<file path="src/sv/tcg_pkg.sv">
package tcg_pkg;

    localparam int TEMP_W  = 11;
    localparam int COLOR_W = 24;
    localparam int CHAN_W  = 8;
    localparam int NUM_CH  = 3;
    localparam int NUM_PTS = 6;
    localparam int IDX_W   = 3;
    localparam int PCT_W   = 7;
    localparam int OFF_W   = 5;
    localparam int SEG_W   = 3;
    localparam int PROD_W  = PCT_W + CHAN_W;

    localparam int RECIP_W     = 16;
    localparam int RECIP_SHIFT = 22;
    localparam logic [RECIP_W-1:0] RECIP_100 = 16'd41944;

    typedef logic [COLOR_W-1:0] color_t;
    typedef logic [NUM_PTS-1:0][COLOR_W-1:0] color_bank_t;

    typedef enum logic [IDX_W-1:0] {
        CFG_COLOR_AT_30  = 3'd0,
        CFG_COLOR_AT_50  = 3'd1,
        CFG_COLOR_AT_70  = 3'd2,
        CFG_COLOR_AT_80  = 3'd3,
        CFG_COLOR_AT_90  = 3'd4,
        CFG_COLOR_AT_100 = 3'd5
    } cfg_idx_t;

    localparam logic signed [TEMP_W-1:0] BP_T [NUM_PTS] = '{
        11'sd30, 11'sd50, 11'sd70, 11'sd80, 11'sd90, 11'sd100
    };

    localparam color_bank_t RESET_COLORS = {
        24'hFF0000, 24'hD3435C, 24'hFFFF00, 24'h23C48E, 24'hADD8E6, 24'hFFFFFF
    };

    typedef struct packed {
        logic ld2;
        logic ld3;
        logic ld4;
    } lane_ld_t;

endpackage

</file>
<file path="src/sv/tcg_temp_if.sv">
interface tcg_temp_if
    import tcg_pkg::*;
();
    logic                     valid;
    logic                     ready;
    logic signed [TEMP_W-1:0] temperature;

    modport source (output valid, output temperature, input ready);
    modport sink (input valid, input temperature, output ready);
endinterface

</file>
<file path="src/sv/tcg_color_if.sv">
interface tcg_color_if
    import tcg_pkg::*;
();
    logic   valid;
    logic   ready;
    color_t rgb_color;

    modport source (output valid, output rgb_color, input ready);
    modport sink (input valid, input rgb_color, output ready);
endinterface

</file>
<file path="src/sv/tcg_cfg_if.sv">
interface tcg_cfg_if
    import tcg_pkg::*;
();
    logic             valid;
    logic             ready;
    logic [IDX_W-1:0] index;
    color_t           data;

    modport source (output valid, output index, output data, input ready);
    modport sink (input valid, input index, input data, output ready);
endinterface

</file>
<file path="src/sv/tcg_cfg_regs.sv">
module tcg_cfg_regs
    import tcg_pkg::*;
(
    input  logic        clk,
    input  logic        rst_n,
    tcg_cfg_if.sink     cfg,
    output color_bank_t colors
);

    color_bank_t bank_reg;

    assign cfg.ready = 1'b1;
    assign colors    = bank_reg;

    always_ff @(posedge clk or negedge rst_n)
    begin
        if (!rst_n)
        begin
            bank_reg <= RESET_COLORS;
        end
        else if (cfg.valid)
        begin
            case (cfg.index)
                CFG_COLOR_AT_30:  bank_reg[0] <= cfg.data;
                CFG_COLOR_AT_50:  bank_reg[1] <= cfg.data;
                CFG_COLOR_AT_70:  bank_reg[2] <= cfg.data;
                CFG_COLOR_AT_80:  bank_reg[3] <= cfg.data;
                CFG_COLOR_AT_90:  bank_reg[4] <= cfg.data;
                CFG_COLOR_AT_100: bank_reg[5] <= cfg.data;
                default:          bank_reg    <= bank_reg;
            endcase
        end
    end

endmodule

</file>
<file path="src/sv/tcg_seg_decode.sv">
module tcg_seg_decode
    import tcg_pkg::*;
(
    input  logic                     clk,
    input  logic                     ld1,
    input  logic signed [TEMP_W-1:0] temperature,
    input  color_bank_t              colors,
    output logic [PCT_W-1:0]         pct,
    output color_t                   color_lo,
    output color_t                   color_hi
);

    logic [SEG_W-1:0]         seg;
    logic [SEG_W-1:0]         seg_up;
    logic signed [TEMP_W-1:0] off_full;
    logic [OFF_W-1:0]         off;
    logic [PCT_W-1:0]         pct_next;
    color_t                   lo_next;
    color_t                   hi_next;
    logic [PCT_W-1:0]         pct_reg;
    color_t                   lo_reg;
    color_t                   hi_reg;

    always_comb
    begin
        if (temperature >= BP_T[4])
        begin
            seg = 3'd4;
        end
        else if (temperature >= BP_T[3])
        begin
            seg = 3'd3;
        end
        else if (temperature >= BP_T[2])
        begin
            seg = 3'd2;
        end
        else if (temperature >= BP_T[1])
        begin
            seg = 3'd1;
        end
        else
        begin
            seg = 3'd0;
        end
        seg_up   = seg + 3'd1;
        off_full = temperature - BP_T[seg];
        off      = off_full[OFF_W-1:0];

        if (temperature < BP_T[0])
        begin
            pct_next = '0;
            lo_next  = colors[0];
            hi_next  = colors[0];
        end
        else if (temperature >= BP_T[NUM_PTS-1])
        begin
            pct_next = '0;
            lo_next  = colors[NUM_PTS-1];
            hi_next  = colors[NUM_PTS-1];
        end
        else
        begin
            if (seg < 3'd2)
            begin
                pct_next = PCT_W'(off) * 7'd5;
            end
            else
            begin
                pct_next = PCT_W'(off) * 7'd10;
            end
            lo_next = colors[seg];
            hi_next = colors[seg_up];
        end
    end

    always_ff @(posedge clk)
    begin
        if (ld1)
        begin
            pct_reg <= pct_next;
            lo_reg  <= lo_next;
            hi_reg  <= hi_next;
        end
    end

    assign pct      = pct_reg;
    assign color_lo = lo_reg;
    assign color_hi = hi_reg;

endmodule

</file>
<file path="src/sv/tcg_blend_lane.sv">
module tcg_blend_lane
    import tcg_pkg::*;
(
    input  logic              clk,
    input  lane_ld_t          ld,
    input  logic [PCT_W-1:0]  pct,
    input  logic [CHAN_W-1:0] chan_lo,
    input  logic [CHAN_W-1:0] chan_hi,
    output logic [CHAN_W-1:0] chan_out
);

    logic [CHAN_W:0]    diff;
    logic               neg;
    logic [CHAN_W:0]    mag_full;
    logic [CHAN_W-1:0]  mag;
    logic [PROD_W-1:0]  prod_next;
    logic [CHAN_W-1:0]  a2_reg;
    logic               neg2_reg;
    logic [PROD_W-1:0]  prod2_reg;

    logic [PROD_W+RECIP_W-1:0] scaled;
    logic [CHAN_W-1:0]         q_next;
    logic [CHAN_W-1:0]         a3_reg;
    logic                      neg3_reg;
    logic [CHAN_W-1:0]         q3_reg;

    logic [CHAN_W:0]   q_ext;
    logic [CHAN_W:0]   sum;
    logic [CHAN_W-1:0] out4_reg;

    always_comb
    begin
        diff      = {1'b0, chan_hi} - {1'b0, chan_lo};
        neg       = diff[CHAN_W];
        mag_full  = neg ? (~diff + 9'd1) : diff;
        mag       = mag_full[CHAN_W-1:0];
        prod_next = PROD_W'(pct) * PROD_W'(mag);
    end

    // The quotient by 100 comes from a reciprocal product, exact for every
    // product a lane can form.
    always_comb
    begin
        scaled = (PROD_W+RECIP_W)'(prod2_reg) * (PROD_W+RECIP_W)'(RECIP_100);
        q_next = scaled[RECIP_SHIFT +: CHAN_W];
    end

    always_comb
    begin
        q_ext = {1'b0, q3_reg};
        sum   = {1'b0, a3_reg} + (neg3_reg ? (~q_ext + 9'd1) : q_ext);
    end

    always_ff @(posedge clk)
    begin
        if (ld.ld2)
        begin
            a2_reg    <= chan_lo;
            neg2_reg  <= neg;
            prod2_reg <= prod_next;
        end
        if (ld.ld3)
        begin
            a3_reg   <= a2_reg;
            neg3_reg <= neg2_reg;
            q3_reg   <= q_next;
        end
        if (ld.ld4)
        begin
            out4_reg <= sum[CHAN_W-1:0];
        end
    end

    assign chan_out = out4_reg;

endmodule

</file>
<file path="src/sv/temperature_color_gradient.sv">
// Maps a signed temperature in whole degrees to a 24-bit RGB color on a
// piecewise-linear gradient with breakpoints at 30, 50, 70, 80, 90 and 100
// degrees, whose colors are set through the configuration port. The block
// takes one request per cycle unless a stall at the output backs up to the
// input. Its four register stages are the segment decode, the percent times
// channel difference product, the reciprocal product that divides by 100,
// and the final add into the output register. Each stage holds its item
// while the next stage is full and cannot move on, so a stall at the output
// backs up through the pipeline without dropping or repeating a request.
module temperature_color_gradient
    import tcg_pkg::*;
(
    input  logic        clk,
    input  logic        rst_n,
    tcg_temp_if.sink    temp_in,
    tcg_color_if.source color_out,
    tcg_cfg_if.sink     cfg
);

    color_bank_t       colors;
    logic [PCT_W-1:0]  pct1;
    color_t            lo1;
    color_t            hi1;
    logic              v1_reg;
    logic              v2_reg;
    logic              v3_reg;
    logic              v4_reg;
    logic              v1_next;
    logic              v2_next;
    logic              v3_next;
    logic              v4_next;
    logic              rdy1;
    logic              rdy2;
    logic              rdy3;
    logic              rdy4;
    lane_ld_t          lane_ld;
    logic [NUM_CH-1:0][CHAN_W-1:0] chan_out;

    tcg_cfg_regs u_cfg_regs (
        .clk    (clk),
        .rst_n  (rst_n),
        .cfg    (cfg),
        .colors (colors)
    );

    always_comb
    begin
        rdy4    = !v4_reg || color_out.ready;
        rdy3    = !v3_reg || rdy4;
        rdy2    = !v2_reg || rdy3;
        rdy1    = !v1_reg || rdy2;
        v1_next = rdy1 ? temp_in.valid : v1_reg;
        v2_next = rdy2 ? v1_reg : v2_reg;
        v3_next = rdy3 ? v2_reg : v3_reg;
        v4_next = rdy4 ? v3_reg : v4_reg;
        lane_ld = '{ld2: rdy2, ld3: rdy3, ld4: rdy4};
    end

    always_ff @(posedge clk or negedge rst_n)
    begin
        if (!rst_n)
        begin
            v1_reg <= 1'b0;
            v2_reg <= 1'b0;
            v3_reg <= 1'b0;
            v4_reg <= 1'b0;
        end
        else
        begin
            v1_reg <= v1_next;
            v2_reg <= v2_next;
            v3_reg <= v3_next;
            v4_reg <= v4_next;
        end
    end

    tcg_seg_decode u_seg_decode (
        .clk         (clk),
        .ld1         (rdy1),
        .temperature (temp_in.temperature),
        .colors      (colors),
        .pct         (pct1),
        .color_lo    (lo1),
        .color_hi    (hi1)
    );

    for (genvar k = 0; k < NUM_CH; k++)
    begin : g_lane
        tcg_blend_lane u_lane (
            .clk      (clk),
            .ld       (lane_ld),
            .pct      (pct1),
            .chan_lo  (lo1[CHAN_W*k +: CHAN_W]),
            .chan_hi  (hi1[CHAN_W*k +: CHAN_W]),
            .chan_out (chan_out[k])
        );
    end

    assign temp_in.ready       = rdy1;
    assign color_out.valid     = v4_reg;
    assign color_out.rgb_color = chan_out;

    a_full_when_blocked: assert property (@(posedge clk) disable iff (!rst_n)
        !temp_in.ready |-> (v1_reg && v2_reg && v3_reg && v4_reg && !color_out.ready))
        else $error("input refused while the pipeline has room");

    a_result_has_source: assert property (@(posedge clk) disable iff (!rst_n)
        $rose(v4_reg) |-> $past(v3_reg))
        else $error("result appeared without an item behind it");

    a_stage1_holds: assert property (@(posedge clk) disable iff (!rst_n)
        (v1_reg && !rdy2) |=> (v1_reg && $stable(pct1) && $stable(lo1) && $stable(hi1)))
        else $error("stalled first stage changed its item");

endmodule
</file>
<file path="src/flat_wrapper.sv">
// flat-port wrapper written by rule: the top's interface ports become plain ports
module temperature_color_gradient_flat import tcg_pkg::*;
  (clk, rst_n, temp_in_valid, temp_in_temperature, temp_in_ready, color_out_valid, color_out_rgb_color, color_out_ready, cfg_valid, cfg_index, cfg_data, cfg_ready);
  tcg_temp_if temp_in_i ();
  tcg_color_if color_out_i ();
  tcg_cfg_if cfg_i ();
  input  logic clk;
  input  logic rst_n;
  input wire logic [$bits(temp_in_i.valid)-1:0] temp_in_valid;
  input wire logic [$bits(temp_in_i.temperature)-1:0] temp_in_temperature;
  output wire logic [$bits(temp_in_i.ready)-1:0] temp_in_ready;
  output wire logic [$bits(color_out_i.valid)-1:0] color_out_valid;
  output wire logic [$bits(color_out_i.rgb_color)-1:0] color_out_rgb_color;
  input wire logic [$bits(color_out_i.ready)-1:0] color_out_ready;
  input wire logic [$bits(cfg_i.valid)-1:0] cfg_valid;
  input wire logic [$bits(cfg_i.index)-1:0] cfg_index;
  input wire logic [$bits(cfg_i.data)-1:0] cfg_data;
  output wire logic [$bits(cfg_i.ready)-1:0] cfg_ready;
  assign temp_in_i.valid = temp_in_valid;
  assign temp_in_i.temperature = temp_in_temperature;
  assign temp_in_ready = temp_in_i.ready;
  assign color_out_valid = color_out_i.valid;
  assign color_out_rgb_color = color_out_i.rgb_color;
  assign color_out_i.ready = color_out_ready;
  assign cfg_i.valid = cfg_valid;
  assign cfg_i.index = cfg_index;
  assign cfg_i.data = cfg_data;
  assign cfg_ready = cfg_i.ready;
  temperature_color_gradient u_core (.clk(clk), .rst_n(rst_n), .temp_in(temp_in_i), .color_out(color_out_i), .cfg(cfg_i));
endmodule
</file>
<file path="config.mk">
export PLATFORM = sky130hd
export DESIGN_NAME = temperature_color_gradient_flat
export DESIGN_NICKNAME = d
export VERILOG_FILES = /design/src/sv/tcg_pkg.sv /design/src/sv/tcg_temp_if.sv /design/src/sv/tcg_color_if.sv /design/src/sv/tcg_cfg_if.sv /design/src/sv/tcg_cfg_regs.sv /design/src/sv/tcg_seg_decode.sv /design/src/sv/tcg_blend_lane.sv /design/src/sv/temperature_color_gradient.sv /design/src/flat_wrapper.sv
export SDC_FILE = /design/constraint.sdc
export NUM_CORES = 2
export LEC_CHECK = 0
export BUFFER_PORTS_ARGS = -buffer_cell sky130_fd_sc_hd__buf_2
export CAP_MARGIN = 30
export CORE_MARGIN = 2
export CORE_UTILIZATION = 56
export DETAILED_ROUTE_END_ITERATION = 8
export PLACE_DENSITY = 0.72
export SYNTH_ARGS = -nofsm -noshare
export SYNTH_HDL_FRONTEND = slang
export SYNTH_SLANG_ARGS = --single-unit
</file>
<file path="constraint.sdc">
create_clock -name clk -period 8.9 [get_ports clk]
set_input_delay 2.67 -clock clk [delete_from_list [all_inputs] [get_ports clk]]
set_output_delay 2.67 -clock clk [all_outputs]
set_load 0.02 [all_outputs]
</file>
Word level (Yosys, flattened, before mapping)
Memory sizes are Yosys's and may differ from the RTL's.
Index checks and enable logic that the tools add are counted.
{"block": "op_classes", "addsub": 14, "multipliers": 8, "div": 0, "magnitude_cmp": 10, "eq_ne": 5, "shift": 0, "muxes": 21, "bitwise_logic": 8, "n_reduce_logical": 17}
{"operator": "$bmux W24 S3", "n": 2}
{"operator": "$mux W24", "n": 6}
{"operator": "$mul A15 B13 Y27 const B", "n": 3}
{"operator": "$add A8 B1 Y8 const B", "n": 6}
{"operator": "$mux W8", "n": 6}
{"operator": "$not A8 Y8", "n": 6}
{"operator": "$mul A7 B8 Y15", "n": 3}
{"operator": "$ge A11 B8 Y1 const B", "n": 4}
{"operator": "$sub A8 B8 Y9", "n": 3}
{"operator": "$add A8 B8 Y8", "n": 3}
{"operator": "$reduce_and A2 Y1", "n": 6}
{"operator": "$ge A11 B7 Y1 const B", "n": 1}
{"operator": "$lt A11 B6 Y1 const B", "n": 1}
{"operator": "$mux W5", "n": 2}
{"operator": "$lt A3 B4 Y1 const B", "n": 2}
{"operator": "$mul A5 B3 Y7 const B", "n": 1}
{"operator": "$mux W7", "n": 1}
{"operator": "$eq A3 B2 Y1 const B", "n": 2}
{"operator": "$eq A3 B3 Y1 const B", "n": 2}
{"operator": "$mul A5 B3 Y6 const B", "n": 1}
{"operator": "$sub A5 B5 Y5", "n": 1}
{"operator": "$ge A4 B4 Y1 const B", "n": 1}
{"operator": "$logic_not A1 Y1", "n": 4}
{"operator": "$logic_or A1 B1 Y1", "n": 4}
{"operator": "other kinds (11)", "n": 12}
{"block": "totals", "regBits": 350, "latchBits": 0, "ram_bits": 0, "romBits": 88, "in_bits": 43, "output_inout_bits": 27, "word_cells": 119, "n_memories": 1}
{"memory": "(no name shown)", "words": 8, "width": 11, "rd": 1, "rd_ports_with_merged_regs": 0, "wr": 0, "line": "tcg_seg_decode.sv:47", "text": "off_full = temperature - BP_T[seg];"}

Depth between registers and ports, before layout
{"block": "depth", "depth_word": 12, "mapped_depth": 28, "depth_no_buf": 27}

Modules after synthesis
A second synthesis with hierarchy kept.
{"block": "hier_totals", "cells_unflattened": 3019, "hier_area_um2": 33573.4}
{"mod": "tcg_blend_lane (u_core.g_lane[2].u_lane)", "n_inst": 1, "cells_per_inst": 757, "area_each_um2": 7896.3, "seq_area_each_um2": 1471.4}
{"mod": "tcg_blend_lane (u_core.g_lane[0].u_lane)", "n_inst": 1, "cells_per_inst": 725, "area_each_um2": 7666.1, "seq_area_each_um2": 1471.4}
{"mod": "tcg_blend_lane (u_core.g_lane[1].u_lane)", "n_inst": 1, "cells_per_inst": 711, "area_each_um2": 7591.0, "seq_area_each_um2": 1471.4}
{"mod": "tcg_cfg_regs", "n_inst": 1, "cells_per_inst": 312, "area_each_um2": 5591.6, "seq_area_each_um2": 3708.6}
{"mod": "tcg_seg_decode", "n_inst": 1, "cells_per_inst": 501, "area_each_um2": 4659.5, "seq_area_each_um2": 1651.6}
{"mod": "temperature_color_gradient", "n_inst": 1, "cells_per_inst": 13, "area_each_um2": 168.9, "seq_area_each_um2": 100.1}

Worst setup path before layout
OpenSTA, ideal clock, no wires.
{"block": "synth_path", "path_type": "input to output", "from": "in color_out_ready", "to": "out temp_in_ready", "arrival_time_ps": 4636, "t_required_ps": 6230, "slack_ps": 1594, "cell_stages": 2, "n_path_buf": 0, "path_cell_list": "nor2b_1 nand4_1"}
{"block": "synth_between", "elab_chain_len": 4}
{"item": "start, declared", "line": "flat_wrapper.sv:14", "text": "input wire logic [$bits(color_out_i.ready)-1:0] color_out_ready;"}
{"item": "$logic_or A1 B1 Y1", "line": "temperature_color_gradient.sv:48", "text": "rdy4 = !v4_reg || color_out.ready;"}
{"item": "$logic_or A1 B1 Y1", "line": "temperature_color_gradient.sv:49", "text": "rdy3 = !v3_reg || rdy4;"}
{"item": "$logic_or A1 B1 Y1", "line": "temperature_color_gradient.sv:50", "text": "rdy2 = !v2_reg || rdy3;"}
{"item": "$logic_or A1 B1 Y1", "line": "temperature_color_gradient.sv:51", "text": "rdy1 = !v1_reg || rdy2;"}
{"item": "end, declared", "line": "flat_wrapper.sv:11", "text": "output wire logic [$bits(temp_in_i.ready)-1:0] temp_in_ready;"}
Every way passes these cells.

Worst setup path after layout
{"block": "layout_path", "from": "reg u_core.u_seg_decode.lo_reg[16] (netlist: u_core.u_seg_decode.color_lo[16])", "to": "reg u_core.g_lane[2].u_lane.prod2_reg[14] (data pin)"}
{"block": "layout_between", "word_cells_on_any_way": 5, "classes_between": "add/sub (2); mul (1); mux (1); bitwise (1)"}
{"item": "start, declared", "line": "tcg_seg_decode.sv:21", "text": "color_t lo_reg;"}
{"item": "start signal, assigned", "line": "tcg_seg_decode.sv:82", "text": "lo_reg <= lo_next;"}
{"item": "$sub A8 B8 Y9", "line": "tcg_blend_lane.sv:33", "text": "diff = {1'b0, chan_hi} - {1'b0, chan_lo};"}
{"item": "via u_core.g_lane[2].u_lane.diff[8]", "line": "tcg_blend_lane.sv:12", "text": "logic [CHAN_W:0] diff;"}
{"item": "$mux W8", "line": "tcg_blend_lane.sv:35", "text": "mag_full = neg ? (~diff + 9'd1) : diff;"}
{"item": "$mul A7 B8 Y15", "line": "tcg_blend_lane.sv:37", "text": "prod_next = PROD_W'(pct) * PROD_W'(mag);"}
{"item": "via u_core.g_lane[2].u_lane.prod_next[14]", "line": "tcg_blend_lane.sv:16", "text": "logic [PROD_W-1:0] prod_next;"}
{"item": "end signal, assigned", "line": "tcg_blend_lane.sv:60", "text": "prod2_reg <= prod_next;"}
{"item": "end, declared", "line": "tcg_blend_lane.sv:19", "text": "logic [PROD_W-1:0] prod2_reg;"}
The timed path passes the listed nets, and every way through them passes these cells.
A chain may end at the register's enable or synchronous reset.

==> metrics.yaml <==
cts_buffers: 40
start_kind: "register"
worst-r2r-cell-count: 23
drtPass1Iterations: 5
cts_resized: 0
crit_type: "register to register"
maxCapViolations: 0
coreArea_um2: 60020
setup_viol: 0
ys_ff_latch: 350
reg2reg_slack_ns: 1.69
rows: 90
synth_top_area_share_pct: 17.96
largest_reg_flops: 144
grt_overflow: 0
drv_slew: 0
wire_per_inst_um: 19.25
r2r-end: "u_core.g_lane[2].u_lane.prod2_reg[14]$_DFFE_PP_"
worst_slew_pin_slew_ns: 0.9856
grt_max_degree: 83
synth_flop_cell: "edfxtp_1"
place.port_buffers: 68
cts_max_path_buffers: 3
grtUsageTotal_pct: 25.15
rsz0062_at_grt: "false"
critical_path_peak_fanout: 12
routed_wirelength_um: 75900
io_pins: 70
tritoncts: "built"
cp.arrival_ns: 7.53
final_common_cell: "inv_1"
cts_setup_buffers: 0
grt_pass1_vias: 24410
final.fill_count: 4781
outcome: "finished clean"
nets: 3923
hpwl_um: 57970
gp_congestion: 0.8854
synth_nets: 3871
ys_async_sr_fraction_pct: 42.29
drt-initial-drc-count: 1721
drc: 0
clk_latency_ns: 0.61
synth_cell_types: 83
final_cell_mix: "536 x inv_1, 455 x ha_1, 299 x fa_1"
root_buffer: "clkbuf_16"
top_usage_layer: "met2"
synth_top_area_cell: "edfxtp_1"
die_w_um: 249.6
vias: 23130
holdPathEnd: "u_core.g_lane[0].u_lane.a3_reg[3]$_DFFE_PP_"
path_clk_slew_ns: 0.06
holdBufCountCts: 0
die_h_um: 249.6
rr_startpoint: "u_core.u_seg_decode.color_lo[16]$_DFFE_PP_"
use_met3_pct: 3.942
cts_sinks: 350
finClkSkew_ns: 0.04753
ant_nets: 0
area_delta_synth_final_pct: 8.022
initial_core_util_pct: 56.29
netlist_area_um2: 33780
synth_edf_count: 202
avgSynthCellArea_um2: 10.99
hold_start: "u_core.g_lane[0].u_lane.a2_reg[3]$_DFFE_PP_"
cp-end-kind: "register"
syn-instance-count: 3074
yosys_warnings: 0
grt_pass1_wl_um: 126200
use_met2_pct: 42.53
synthTopCellsByArea: "edfxtp_1 18%, fa_1 18%, ha_1 17%, dfstp_2 6.5%, inv_1 6.0%"
antenna_found_initial: 7
synth-seq-area-share_pct: 29.23
hp-class: "register to register"
grt_util_met1_pct: 32.99
avgViaCountPerCell: 5.867
finalHoldViolations: 0
period_needed_ns: 7.210
timing.final.crit_share_pct: 81.01
layout-drive-gt1-share_pct: 14.66
max_slew_margin_pct: 34.30
max_clock_freq_ghz: 0.1387
hold_depth: 0
setup_tns_ns: 0
die-area_um2: 62310
htreeDepth: 2
worstPathRequired_ns: 9.22
-- kinds of logic after synthesis --
family | synth area share, %
adders and majority gates | 34.57
buffers and inverters | 7.111
AOI/OAI and AO/OA | 11.18
and+or+nand+nor | 6.493
DFF | 29.23
muxes | 8.167
xor gates and xnor gates | 3.241
other | 0.01110
-- layout make-up --
cell class                 instances  area [um2]  area share (%)
tap                              782       978.4           2.681
inverter                         539        2023           5.544
timing repair buffer             103       673.1           1.845
sequential                       350        9874           27.06
clock inverter                    17       219.0          0.6000
antenna                            3       7.507         0.02057
multi-input combinational       2092       21570           59.11
clock buffer                      57        1145           3.137
-- through the flow --
stage	instance area, um2	std cells	worst slack, ns	hold WS [ns]	util, %
3_5_place_dp	35090	3865	1.769	0.4045	58.47
6_report	36490	3943	1.690	0.4180	60.80
5_1_grt	36490	3942	1.137	0.4250	60.80
3_3_place_gp	35020	3861	1.931	0.4036	58.35
4_1_cts	36460	3939	1.735	0.4192	60.74
2_1_floorplan	33780	3074	1.594	0.4003	-
-- Yosys cell counts (all sizes together), types with 17 or more instances --
cell	number
fa	299
clkbuf	69
o21ai	102
mux4	23
a21oi	129
dfrtp	64
a21boi	47
nand2b	24
or3	19
inv	538
o211ai	29
mux2i	54
o221ai	17
buf	24
nand2	121
xor2	22
dfstp	84
nor2	69
nor2b	27
nand3	57
a21o	37
mux2	151
nor3	34
ha	455
xnor2	103
o21a	44
and3	24
edfxtp	202
-- how the worst max path moves through the flow --
stage | from | endpoint | slack [ns] | cells past startpoint
4_1_cts | u_core.u_seg_decode.color_lo[16]$_DFFE_PP_ | u_core.g_lane[2].u_lane.prod2_reg[14]$_DFFE_PP_ | 1.73 | 23
3_5_place_dp | u_core.u_seg_decode.color_lo[16]$_DFFE_PP_ | u_core.g_lane[2].u_lane.prod2_reg[14]$_DFFE_PP_ | 1.77 | 23
6_report | u_core.u_seg_decode.color_lo[16]$_DFFE_PP_ | u_core.g_lane[2].u_lane.prod2_reg[14]$_DFFE_PP_ | 1.69 | 23
3_3_place_gp | u_core.u_seg_decode.color_lo[16]$_DFFE_PP_ | u_core.g_lane[2].u_lane.prod2_reg[14]$_DFFE_PP_ | 1.93 | 23
2_1_floorplan | color_out_ready | temp_in_ready | 1.59 | 2
5_1_grt | u_core.u_seg_decode.color_lo[16]$_DFFE_PP_ | u_core.g_lane[2].u_lane.prod2_reg[14]$_DFFE_PP_ | 1.14 | 22
-- layer usage --
layer	share of wire, %	vias up
li1	-	10750
met3	6.7	160
met4	3.2	8
met1	42	11430
met2	48	785
met5	0.065	-
-- worst max-delay path: stages, from the launching register on --
cell       delay (ns)
edfxtp_1         0.38
ha_1             0.24
fa_1             0.45
nor2b_1          0.14
o21a_1           0.14
o21ai_0          0.11
a21o_1           0.19
a21oi_1          0.56
inv_1            0.23
mux2i_1          0.46
and2_1           0.21
fa_1             0.44
fa_1             0.47
fa_1             0.49
inv_1            0.05
fa_1             0.48
inv_1            0.04
ha_1             0.31
or2_2            0.33
a21oi_1          0.20
nor3_1           0.07
a2111oi_0        0.63
a21oi_1          0.19
xnor2_1          0.16
Power is not shown: default switching activity piles up to over one toggle a cycle in this logic, so the estimate is an artifact.
